**src/rtl/mexp_pkg.sv**
```systemverilog
// Package for the modular exponentiation block.
// Holds field widths, register map, codes and the sequencer state type.
// No dependencies.
package mexp_pkg;

   localparam int MOD_WIDTH_DEF = 32;
   localparam int EXP_WIDTH_DEF = 64;

   localparam int BASE_W      = 32;
   localparam int EXP_FIELD_W = 64;
   localparam int RESULT_W    = 32;
   localparam int REQ_DATA_W  = BASE_W + EXP_FIELD_W;

   localparam int CSR_ADDR_W = 3;
   localparam int CSR_DATA_W = 32;

   localparam logic [CSR_DATA_W-1:0] MODULUS_RESET = 32'd1000000007;
   localparam int                    FERMAT_OFFSET = 2;

   // register index, taken from paddr[2]
   localparam logic REG_MODULUS = 1'b0;

   localparam logic ACT_POWER   = 1'b0;
   localparam logic ACT_INVERSE = 1'b1;

   localparam logic STATUS_OK     = 1'b0;
   localparam logic STATUS_BADMOD = 1'b1;

   typedef enum logic [2:0] {
      ST_IDLE,
      ST_PREP,
      ST_RBASE,
      ST_STEP,
      ST_MULA,
      ST_MULS,
      ST_OUT
   } state_type;

endpackage

```
**src/rtl/mexp_mulmod.sv**
```systemverilog
// Shared modular multiply unit: one registered multiply, then a
// shift-subtract reduction two product bits per cycle. Uses mexp_pkg.
module mexp_mulmod #(
   parameter int MOD_WIDTH = mexp_pkg::MOD_WIDTH_DEF
) (
   input  logic                        clock,
   input  logic                        reset,
   input  logic                        start,
   input  logic [mexp_pkg::BASE_W-1:0] op_a,
   input  logic [MOD_WIDTH-1:0]        op_b,
   input  logic [MOD_WIDTH-1:0]        modulus,
   output logic                        busy,
   output logic                        done,
   output logic [MOD_WIDTH-1:0]        result
);

   localparam int PW_RAW = mexp_pkg::BASE_W + MOD_WIDTH;
   localparam int PW     = PW_RAW + (PW_RAW % 2);
   localparam int STEPS  = PW / 2;
   localparam int CW     = $clog2(STEPS + 1);

   logic [mexp_pkg::BASE_W-1:0] opa_ff, opa_in;
   logic [MOD_WIDTH-1:0]        opb_ff, opb_in;
   logic [MOD_WIDTH-1:0]        mod_ff, mod_in;
   logic [PW-1:0]               prod_ff, prod_in;
   logic [MOD_WIDTH-1:0]        rem_ff, rem_in;
   logic [MOD_WIDTH-1:0]        res_ff, res_in;
   logic [CW-1:0]               cnt_ff, cnt_in;
   logic                        busy_ff, busy_in;
   logic                        mul_ff, mul_in;
   logic                        done_ff, done_in;

   logic [MOD_WIDTH:0]   t1, t2, m_ext;
   logic [MOD_WIDTH-1:0] r1, r2;
   logic [PW_RAW-1:0]    prod_raw;

   assign m_ext    = {1'b0, mod_ff};
   assign t1       = {rem_ff, prod_ff[PW-1]};
   assign r1       = (t1 >= m_ext) ? MOD_WIDTH'(t1 - m_ext) : t1[MOD_WIDTH-1:0];
   assign t2       = {r1, prod_ff[PW-2]};
   assign r2       = (t2 >= m_ext) ? MOD_WIDTH'(t2 - m_ext) : t2[MOD_WIDTH-1:0];
   assign prod_raw = PW_RAW'(opa_ff) * PW_RAW'(opb_ff);

   always_comb begin
      opa_in  = opa_ff;
      opb_in  = opb_ff;
      mod_in  = mod_ff;
      prod_in = prod_ff;
      rem_in  = rem_ff;
      res_in  = res_ff;
      cnt_in  = cnt_ff;
      busy_in = busy_ff;
      mul_in  = mul_ff;
      done_in = 1'b0;
      if (!busy_ff) begin
         if (start) begin
            opa_in  = op_a;
            opb_in  = op_b;
            mod_in  = modulus;
            busy_in = 1'b1;
            mul_in  = 1'b1;
         end
      end else if (mul_ff) begin
         prod_in = PW'(prod_raw);
         rem_in  = '0;
         cnt_in  = CW'(STEPS);
         mul_in  = 1'b0;
      end else begin
         rem_in  = r2;
         prod_in = {prod_ff[PW-3:0], 2'b00};
         cnt_in  = cnt_ff - CW'(1);
         if (cnt_ff == CW'(1)) begin
            busy_in = 1'b0;
            done_in = 1'b1;
            res_in  = r2;
         end
      end
   end

   always_ff @(posedge clock) begin
      opa_ff  <= opa_in;
      opb_ff  <= opb_in;
      mod_ff  <= mod_in;
      prod_ff <= prod_in;
      rem_ff  <= rem_in;
      res_ff  <= res_in;
      cnt_ff  <= cnt_in;
      if (reset) begin
         busy_ff <= 1'b0;
         mul_ff  <= 1'b0;
         done_ff <= 1'b0;
      end else begin
         busy_ff <= busy_in;
         mul_ff  <= mul_in;
         done_ff <= done_in;
      end
   end

   assign busy   = busy_ff;
   assign done   = done_ff;
   assign result = res_ff;

   a_res_reduced: assert property (@(posedge clock) disable iff (reset)
      done_ff && mod_ff != '0 |-> res_ff < mod_ff)
      else $error("mulmod result not below modulus");

   a_rem_reduced: assert property (@(posedge clock) disable iff (reset)
      busy_ff && !mul_ff && mod_ff != '0 |-> rem_ff < mod_ff)
      else $error("partial remainder escaped range");

   a_done_ends_busy: assert property (@(posedge clock) disable iff (reset)
      done_ff |-> !busy_ff && $past(busy_ff))
      else $error("done without a preceding reduction");

endmodule

```
**src/rtl/modular_exponentiation.sv**
```systemverilog
// Top level of the modular exponentiation block: stream ports, modulus
// register on an APB-style port, square-and-multiply sequencer.
// Uses mexp_pkg and mexp_mulmod.
//
// Computes base^exponent mod modulus (tuser 0) or the Fermat inverse
// base^(modulus-2) mod modulus (tuser 1) by right-to-left square and
// multiply. One word is in flight at a time; req_tready stays low while it
// is worked on. All arithmetic goes through one mulmod unit: a registered
// multiply, then a shift-subtract reduction. The base is first reduced
// with one pass of that unit; then each exponent bit up to the highest set
// one costs a step plus a multiply and a square, or a step and a square
// when the bit is clear; the top bit skips its square. An exponent of 0
// still reduces the base. Words rejected at once (modulus 0 in power mode,
// modulus below 2 in inverse mode) skip the mulmod unit. A stalled
// rsp_tready holds the block in its output state. The modulus register is
// read at each accepted word; write it only while the block is idle.
module modular_exponentiation #(
   parameter int MOD_WIDTH = mexp_pkg::MOD_WIDTH_DEF,
   parameter int EXP_WIDTH = mexp_pkg::EXP_WIDTH_DEF
) (
   input  logic                            clock,
   input  logic                            reset,
   // request word
   input  logic                            req_tvalid,
   output logic                            req_tready,
   // [31:0] base, [95:32] exponent
   input  logic [mexp_pkg::REQ_DATA_W-1:0] req_tdata,
   // [0] action
   input  logic                            req_tuser,
   // response word
   output logic                            rsp_tvalid,
   input  logic                            rsp_tready,
   // [31:0] result
   output logic [mexp_pkg::RESULT_W-1:0]   rsp_tdata,
   // [0] status
   output logic                            rsp_tuser,
   // register port
   input  logic                            csr_psel,
   input  logic                            csr_penable,
   input  logic                            csr_pwrite,
   input  logic [mexp_pkg::CSR_ADDR_W-1:0] csr_paddr,
   input  logic [mexp_pkg::CSR_DATA_W-1:0] csr_pwdata,
   output logic [mexp_pkg::CSR_DATA_W-1:0] csr_prdata,
   output logic                            csr_pready
);

   localparam int EW = (EXP_WIDTH > MOD_WIDTH) ? EXP_WIDTH : MOD_WIDTH;

   mexp_pkg::state_type state_ff, state_in;

   logic [mexp_pkg::CSR_DATA_W-1:0] modulus_ff;
   logic [MOD_WIDTH-1:0]            mod_ff, mod_in;
   logic                            act_ff, act_in;
   logic [mexp_pkg::BASE_W-1:0]     base_ff, base_in;
   logic [EW-1:0]                   exp_ff, exp_in;
   logic [MOD_WIDTH-1:0]            acc_ff, acc_in;
   logic [MOD_WIDTH-1:0]            sq_ff, sq_in;
   logic                            status_ff, status_in;
   logic                            rsp_valid_ff, rsp_valid_in;
   logic [mexp_pkg::RESULT_W-1:0]   rsp_data_ff, rsp_data_in;
   logic                            rsp_user_ff, rsp_user_in;

   logic                            mm_start, mm_busy, mm_done;
   logic [mexp_pkg::BASE_W-1:0]     mm_a;
   logic [MOD_WIDTH-1:0]            mm_b, mm_res;

   logic                            req_take, csr_write, out_free;
   logic [EW-1:0]                   exp_next;

   assign req_take  = req_tvalid && req_tready;
   assign csr_write = csr_psel && csr_penable && csr_pwrite && csr_pready;
   assign out_free  = !rsp_valid_ff || rsp_tready;
   assign exp_next  = exp_ff >> 1;

   // register port
   assign csr_pready = 1'b1;
   assign csr_prdata = (csr_paddr[2] == mexp_pkg::REG_MODULUS) ? modulus_ff : '0;

   always_ff @(posedge clock) begin
      if (reset) begin
         modulus_ff <= mexp_pkg::MODULUS_RESET;
      end else if (csr_write && csr_paddr[2] == mexp_pkg::REG_MODULUS) begin
         modulus_ff <= csr_pwdata;
      end
   end

   // next state
   always_comb begin
      state_in = state_ff;
      case (state_ff)
         mexp_pkg::ST_IDLE: begin
            if (req_take) state_in = mexp_pkg::ST_PREP;
         end
         mexp_pkg::ST_PREP: begin
            if ((act_ff == mexp_pkg::ACT_POWER && mod_ff == '0) ||
                (act_ff == mexp_pkg::ACT_INVERSE &&
                 mod_ff < MOD_WIDTH'(mexp_pkg::FERMAT_OFFSET)))
               state_in = mexp_pkg::ST_OUT;
            else
               state_in = mexp_pkg::ST_RBASE;
         end
         mexp_pkg::ST_RBASE: begin
            if (mm_done) state_in = mexp_pkg::ST_STEP;
         end
         mexp_pkg::ST_STEP: begin
            if (exp_ff == '0)
               state_in = mexp_pkg::ST_OUT;
            else if (exp_ff[0])
               state_in = mexp_pkg::ST_MULA;
            else
               state_in = mexp_pkg::ST_MULS;
         end
         mexp_pkg::ST_MULA: begin
            if (mm_done) begin
               if (exp_next != '0) state_in = mexp_pkg::ST_MULS;
               else                state_in = mexp_pkg::ST_OUT;
            end
         end
         mexp_pkg::ST_MULS: begin
            if (mm_done) state_in = mexp_pkg::ST_STEP;
         end
         mexp_pkg::ST_OUT: begin
            if (out_free) state_in = mexp_pkg::ST_IDLE;
         end
         default: state_in = mexp_pkg::ST_IDLE;
      endcase
   end

   // datapath and outputs
   always_comb begin
      req_tready   = 1'b0;
      mm_start     = 1'b0;
      mm_a         = mexp_pkg::BASE_W'(sq_ff);
      mm_b         = sq_ff;
      mod_in       = mod_ff;
      act_in       = act_ff;
      base_in      = base_ff;
      exp_in       = exp_ff;
      acc_in       = acc_ff;
      sq_in        = sq_ff;
      status_in    = status_ff;
      rsp_valid_in = rsp_valid_ff && !rsp_tready;
      rsp_data_in  = rsp_data_ff;
      rsp_user_in  = rsp_user_ff;
      case (state_ff)
         mexp_pkg::ST_IDLE: begin
            req_tready = 1'b1;
            if (req_take) begin
               act_in    = req_tuser;
               base_in   = req_tdata[mexp_pkg::BASE_W-1:0];
               exp_in    = EW'(req_tdata[mexp_pkg::BASE_W +: EXP_WIDTH]);
               mod_in    = modulus_ff[MOD_WIDTH-1:0];
               status_in = mexp_pkg::STATUS_OK;
            end
         end
         mexp_pkg::ST_PREP: begin
            if (act_ff == mexp_pkg::ACT_POWER && mod_ff == '0) begin
               acc_in = '0;
            end else if (act_ff == mexp_pkg::ACT_INVERSE &&
                         mod_ff < MOD_WIDTH'(mexp_pkg::FERMAT_OFFSET)) begin
               acc_in    = '0;
               status_in = mexp_pkg::STATUS_BADMOD;
            end else begin
               if (act_ff == mexp_pkg::ACT_INVERSE)
                  exp_in = EW'(mod_ff - MOD_WIDTH'(mexp_pkg::FERMAT_OFFSET));
               acc_in   = (mod_ff == MOD_WIDTH'(1)) ? '0 : MOD_WIDTH'(1);
               // base mod m as base * 1
               mm_start = 1'b1;
               mm_a     = base_ff;
               mm_b     = MOD_WIDTH'(1);
            end
         end
         mexp_pkg::ST_RBASE: begin
            if (mm_done) sq_in = mm_res;
         end
         mexp_pkg::ST_STEP: begin
            if (exp_ff != '0) begin
               mm_start = 1'b1;
               if (exp_ff[0]) begin
                  mm_a = mexp_pkg::BASE_W'(acc_ff);
               end else begin
                  exp_in = exp_next;
               end
            end
         end
         mexp_pkg::ST_MULA: begin
            if (mm_done) begin
               acc_in = mm_res;
               exp_in = exp_next;
               // square only if higher exponent bits remain
               if (exp_next != '0) mm_start = 1'b1;
            end
         end
         mexp_pkg::ST_MULS: begin
            if (mm_done) sq_in = mm_res;
         end
         mexp_pkg::ST_OUT: begin
            if (out_free) begin
               rsp_valid_in = 1'b1;
               rsp_data_in  = mexp_pkg::RESULT_W'(acc_ff);
               rsp_user_in  = status_ff;
            end
         end
         default: begin
            mm_start = 1'b0;
         end
      endcase
   end

   always_ff @(posedge clock) begin
      mod_ff      <= mod_in;
      act_ff      <= act_in;
      base_ff     <= base_in;
      exp_ff      <= exp_in;
      acc_ff      <= acc_in;
      sq_ff       <= sq_in;
      status_ff   <= status_in;
      rsp_data_ff <= rsp_data_in;
      rsp_user_ff <= rsp_user_in;
      if (reset) begin
         state_ff     <= mexp_pkg::ST_IDLE;
         rsp_valid_ff <= 1'b0;
      end else begin
         state_ff     <= state_in;
         rsp_valid_ff <= rsp_valid_in;
      end
   end

   mexp_mulmod #(
      .MOD_WIDTH(MOD_WIDTH)
   ) u_mulmod (
      .clock   (clock),
      .reset   (reset),
      .start   (mm_start),
      .op_a    (mm_a),
      .op_b    (mm_b),
      .modulus (mod_ff),
      .busy    (mm_busy),
      .done    (mm_done),
      .result  (mm_res)
   );

   assign rsp_tvalid = rsp_valid_ff;
   assign rsp_tdata  = rsp_data_ff;
   assign rsp_tuser  = rsp_user_ff;

   a_start_when_free: assert property (@(posedge clock) disable iff (reset)
      mm_start |-> !mm_busy)
      else $error("mulmod started while busy");

   a_busy_in_wait: assert property (@(posedge clock) disable iff (reset)
      mm_busy |-> state_ff == mexp_pkg::ST_RBASE || state_ff == mexp_pkg::ST_MULA ||
                  state_ff == mexp_pkg::ST_MULS)
      else $error("mulmod busy outside a wait state");

   a_acc_reduced: assert property (@(posedge clock) disable iff (reset)
      state_ff == mexp_pkg::ST_STEP |-> acc_ff < mod_ff)
      else $error("accumulator not below modulus");

   a_badmod_zero: assert property (@(posedge clock) disable iff (reset)
      rsp_valid_ff && rsp_user_ff == mexp_pkg::STATUS_BADMOD |-> rsp_data_ff == '0)
      else $error("error word carries a nonzero result");

endmodule

```
**config.mk**
```make
export PLATFORM = sky130hd
export DESIGN_NAME = modular_exponentiation
export DESIGN_NICKNAME = d
export VERILOG_FILES = /design/src/rtl/mexp_pkg.sv /design/src/rtl/mexp_mulmod.sv /design/src/rtl/modular_exponentiation.sv
export SDC_FILE = /design/constraint.sdc
export NUM_CORES = 2
export LEC_CHECK = 0
export ABC_AREA = 1
export BUFFER_PORTS_ARGS = -buffer_cell sky130_fd_sc_hd__buf_2
export CORE_MARGIN = 5
export CORE_UTILIZATION = 59
export DETAILED_ROUTE_END_ITERATION = 16
export GPL_ROUTABILITY_DRIVEN = 0
export PLACE_DENSITY = 0.79
export SLEW_MARGIN = 20
export SYNTH_ARGS = -nofsm -noshare
export SYNTH_HDL_FRONTEND = slang
export SYNTH_HIERARCHICAL = 1
export SYNTH_SLANG_ARGS = --single-unit
export TNS_END_PERCENT = 20
```
**constraint.sdc**
```tcl
create_clock -name clock -period 7.24 [get_ports clock]
set_clock_uncertainty 0.2 [all_clocks]
set_input_delay 2.172 -clock clock [delete_from_list [all_inputs] [get_ports clock]]
set_output_delay 2.172 -clock clock [all_outputs]
set_load 0.01 [all_outputs]
```
=== Word level (Yosys, flattened, before mapping) ===
Index checks and enable logic that the tools add are counted.

* Bits in read-only memories: 0
* Bits in latches: 0
* Register bits: 496
* RAM bits: 0
* Memories kept: 0

* Bitwise operators: 4
* $add $sub $neg: 4
* Multiply operators: 1
* Reductions and logical operators: 32
* Eq/ne operators: 18
* Mux-type cells: 52
* Divide/modulo/power cells: 0
* Shifts and indexed selects: 0
* Magnitude comparators: 3

{| class="wikitable"
|+ Operators with widths
! kind !! count
|-
| 64-bit 2-to-1 mux || 8
|-
| 32-bit 2-to-1 mux || 11
|-
| 64-bit case mux with 4 select lines || 1
|-
| 32-bit case mux with 2 select lines || 2
|-
| 64-bit nonzero test || 2
|-
| 33-bit by 32-bit >= comparator with 1-bit output || 2
|-
| 64-bit logical NOT || 1
|-
| 32-bit by 32-bit multiplier with 64-bit output || 1
|-
| 32-bit subtractor || 2
|-
| 32-bit by 2-bit subtractor with 33-bit output (second input constant) || 1
|-
| 32-bit by 1-bit equality test with 1-bit output (second input constant) || 1
|-
| 32-bit logical NOT || 1
|-
| 32-bit by 2-bit less-than comparator with 1-bit output (second input constant) || 1
|-
| 1-bit 2-to-1 mux || 20
|-
| 3-bit case mux with 6 select lines || 1
|-
| 2-bit != test (second input constant) || 8
|-
| 3-bit 2-to-1 mux || 5
|-
| 2-bit AND reduction || 5
|-
| 3-bit equality test (second input constant) || 3
|-
| 4-bit AND reduction || 2
|-
| 8-bit AND reduction || 1
|-
| 1-bit logical AND || 7
|-
| 7-bit AND reduction || 1
|-
| 3-bit by 2-bit equality test with 1-bit output (second input constant) || 2
|-
| 16 further kinds || 25
|}

=== Longest topological paths before layout ===
* Word-level depth: 7
* Depth in mapped cells: 31

=== Modules after synthesis ===
The synthesis kept the hierarchy.

{| class="wikitable"
|+ Modules (own cells, without submodules)
! module !! instances !! cells an instance !! area each (sq um) !! seq. area each (sq um)
|-
| mexp_mulmod || 1 || 6129 || 48472.7 || 6966.7
|-
| modular_exponentiation || 1 || 1415 || 13117.6 || 7537.2
|}

=== Worst setup path before layout ===
Ideal clock, no wire load.

* Path kind: input to register
* Start: input req_tvalid
* End: register exp_ff[10] (enable)
* Setup slack: -210 ps
* Stages: 4
* Setup time: 562 ps
* Required time: 6478 ps
* Arrival: 6689 ps
* Path through: inv_1 > nand2_1 > nand4_1 > nor3_1

* Word-level cells in the longest chain between the ends: 3

{| class="wikitable"
|+ RTL lines
! element !! RTL line !! RTL
|-
| start, declared || modular_exponentiation.sv:24 || <nowiki>input logic req_tvalid,</nowiki>
|-
| 1-bit logical AND || modular_exponentiation.sv:70 || <nowiki>assign req_take = req_tvalid && req_tready;</nowiki>
|-
| 2-bit != test (no line) || -- ||
|-
| 8-bit AND reduction (no line) || -- ||
|-
| end signal, assigned || modular_exponentiation.sv:214 || <nowiki>exp_ff <= exp_in;</nowiki>
|-
| end, declared || modular_exponentiation.sv:55 || <nowiki>logic [EW-1:0] exp_ff, exp_in;</nowiki>
|}

No other way between the ends.
A chain may end at the register's enable or synchronous reset.

=== Final worst setup path ===
* Start: register u_mulmod/opa_ff[12] in the netlist's numbering
* End: register u_mulmod.prod_ff[57] (data pin)

* Word-level cells in the longest chain between the ends: 2

{| class="wikitable"
|+ RTL lines
! element !! RTL line !! RTL
|-
| start, declared || mexp_mulmod.sv:22 || <nowiki>logic [mexp_pkg::BASE_W-1:0] opa_ff, opa_in;</nowiki>
|-
| start signal, assigned || mexp_mulmod.sv:81 || <nowiki>opa_ff <= opa_in;</nowiki>
|-
| 32-bit by 32-bit multiplier with 64-bit output || mexp_mulmod.sv:42 || <nowiki>assign prod_raw = PW_RAW'(opa_ff) * PW_RAW'(opb_ff);</nowiki>
|-
| 64-bit 2-to-1 mux || mexp_mulmod.sv:63 || <nowiki>end else if (mul_ff) begin</nowiki>
|-
| end signal, assigned || mexp_mulmod.sv:84 || <nowiki>prod_ff <= prod_in;</nowiki>
|-
| end, declared || mexp_mulmod.sv:25 || <nowiki>logic [PW-1:0] prod_ff, prod_in;</nowiki>
|}

No other way between the ends.

==> out/qor.csv <==
metric;value;unit
cts_tree;built;
tightest_slew;1.036;ns
num-nets-final;9180;
grt_pass1_vias;53476;
firstDrtPassIters;11;
min_period;7.283;ns
worstPathRequired;7.42;ns
drive_gt1_frac;0.1282;
wire_per_inst;18.70;um
clock_path_buffers;3;
grt-ovfl-total;0;
hold_class;reg -> reg;
seq_area;14510;um^2
r2r_setup_slack;-0.04;ns
placementRows;118;
min-delay-start;status_ff;
r2r-start;u_mulmod/opa_ff[12];
failed_checks;setup timing;
initial_utilization;0.5942;
fin_tns_setup;-0.1623;ns
die-area;111000;um^2
cp_max_fo;12;
yosysWarningCount;6;
setup_ws;-0.04308;ns
critPathKind;reg -> reg;
dp_hpwl;138300;um
cts-hold-fix-buffers;0;
crit_path_start_kind;register;
crit_buf_inv;8;
dr_total_vias;51292;
arrival;7.46;ns
finalWirelength;172700;um
drtIter0Drc;5200;
die_h;333.1;um
relSlewSlack;0.3093;
slowest_stage;fa_1;
cts-root-buf;clkbuf_16;
yosys.area.top_type;fa_1;
io_pins;207;
outcome;complete, but fails checks;
grt_pass1_wl;275100;um
ys_ff_latch;496;
die_x;333.1;um
synth_top_flop_cell;edfxtp_1;
finalCritPeriodShare;1.006;
syn_nets;8911;
crit_path_max_incr_delay;0.57;ns
port_buffers;203;
synthCells;7544;
synth_top_area_share;0.2919;
crit_family;adder cells;
post-route-drc-count;0;
numCtsBuffers;49;
antenna_found_initial;5;
grt_max_degree;75;
max_clock_freq;137.3;MHz
n_fill_cell;8118;
routed_via_density;5.553;
syn_to_final_growth;11.36;%
core;103600;um^2
drv_cap;0;
synthTopCellsByArea;fa_1, edfxtp_1, nand2_1, inv_1, ha_1;
grt_setup_unrepaired;true;
synth_edf_count;457;
multi_input_area;39340;um^2
synth-async-reset-ratio;0;
cp-end-kind;register;
numClockSinks;496;
synth_area;61590;um^2
crit_path_frequent_cell;fa_1;
yosysSeqAreaShare;0.2355;
htreeDepth;2;
grtUsageTotal;0.3084;
critPathLaunch;u_mulmod/opa_ff[12];
clock_latency;0.64;ns
setup_viol;6;
post_synth.cell_area_avg;8.164;um^2
antenna_left;0;
slew_viol_final;0;
synth_cell_types;61;
path_clk_slew;0.07;ns
hold_violations;0;
[synth_stat cells (27+ instances only)]
cell type / count
edfxtp_1: 457
clkbuf_1: 240
nand3_1: 182
nand2_1: 1980
inv_1: 1868
inv_2: 29
nand4_1: 113
fa_1: 898
xnor2_1: 27
nor2_1: 542
o21ai_0: 168
a21oi_2: 94
a21oi_1: 188
ha_1: 330
dfxtp_1: 39
nand3_2: 34
o211ai_1: 30
nor3_1: 28
or2_2: 40
xor2_1: 27
[metal layers]
layer  track usage  wire length, um  part of all wire  up-vias
met3       0.05749            17450              0.10      650
li1              -                -                 -    23059
met4        0.1393             9363             0.054        2
met1        0.3803            62080              0.36    24681
met2        0.5318            83800              0.49     2900
met5             0               13          0.000075        -
[sequential cells by signal (all words and copies together) (netlist names), 3 cells and up]
| name | count |
|---|---|
| modulus_ff | 32 |
| u_mulmod/opa_ff | 32 |
| rsp_tdata | 32 |
| u_mulmod/result | 32 |
| acc_ff | 32 |
| state_ff | 3 |
| u_mulmod/mod_ff | 32 |
| mod_ff | 32 |
| exp_ff | 64 |
| u_mulmod/rem_ff | 32 |
| base_ff | 32 |
| u_mulmod/opb_ff | 32 |
| u_mulmod/prod_ff | 64 |
| u_mulmod/cnt_ff | 6 |
| sq_ff | 32 |
[cell families (layout without fill, tap and decap cells)]
logic type               Yosys count  count (layout)  synth area share
flip-flops                       496             496            0.2355
AND/OR/NAND/NOR                 2999            2999            0.2032
buffers and inverters           2197            2507            0.1377
adder cells (fa/ha/maj)         1228            1228            0.3589
AO/OA/AOI/OAI                    569             569           0.05688
other                              1               4        0.00006089
XOR/XNOR                          54              54          0.007679
[cell usage in the layout (no fill, tap or decap), types with 52 or more instances in the layout]
cell type	count
nand4_1	113
edfxtp_1	457
inv_1	1857
ha_1	305
nor2_1	489
buf_2	203
nor2_2	58
a21oi_1	161
buf_12	62
buf_4	238
nand2_1	1967
fa_1	891
a21oi_2	121
o21ai_0	143
nand3_1	177
clkbuf_16	52
[final timing paths]
| check | depth (start not counted) | end |
|---|---|---|
| worst max register to register | 27 | u_mulmod/prod_ff[57] |
| worst min-delay path | 0 | rsp_tuser |
| worst min register to register | 0 | rsp_tuser |
| worst max-delay path | 27 | u_mulmod/prod_ff[57] |
[through the flow]
| stage | std cells | utilization | setup WS [ns] | area [um^2] | hold slack, ns |
|---|---|---|---|---|---|
| 4_1_cts | 9229 | 0.6564 | -0.02009 | 68030 | 0.2244 |
| 3_3_place_gp | 9126 | 0.6372 | -0.07794 | 66040 | 0.2126 |
| 3_5_place_dp | 9126 | 0.6372 | -0.1304 | 66040 | 0.2084 |
| 2_1_floorplan | 7544 | - | -0.03538 | 61600 | 0.2003 |
| 5_1_grt | 9235 | 0.6617 | -0.3172 | 68580 | 0.2302 |
| 6_report | 9237 | 0.6618 | -0.04308 | 68590 | 0.2205 |
[repair_timing]
item | 4_1_cts | 5_1_grt
pin swaps | 22 | 25
buffers inserted | 9 | 4
cloned | 2 | 1
gates resized for setup | 55 | 143
setup endpoints to repair | 29 | 44
[worst reg2reg max path, delay by kind of cell (launching register included)]
kind                     cells  cell delay (ns)
AND/OR/NAND/NOR             10             1.10
adder cells (fa/ha/maj)      9             4.44
flip-flops                   1             0.43
buffers and inverters        8             0.87
[final cells by class]
class | count | area share
antenna | 3 | 0.0001095
clock buffer | 61 | 0.01945
clock inverter | 31 | 0.004633
inverter | 1903 | 0.1043
multi-input combinational | 4851 | 0.5735
sequential | 496 | 0.2116
tap | 1380 | 0.02517
timing repair buffer | 512 | 0.06126
Power is left out: the tool's default activity adds up to more than one toggle a clock period on the data nets, which glitch-free logic cannot reach.
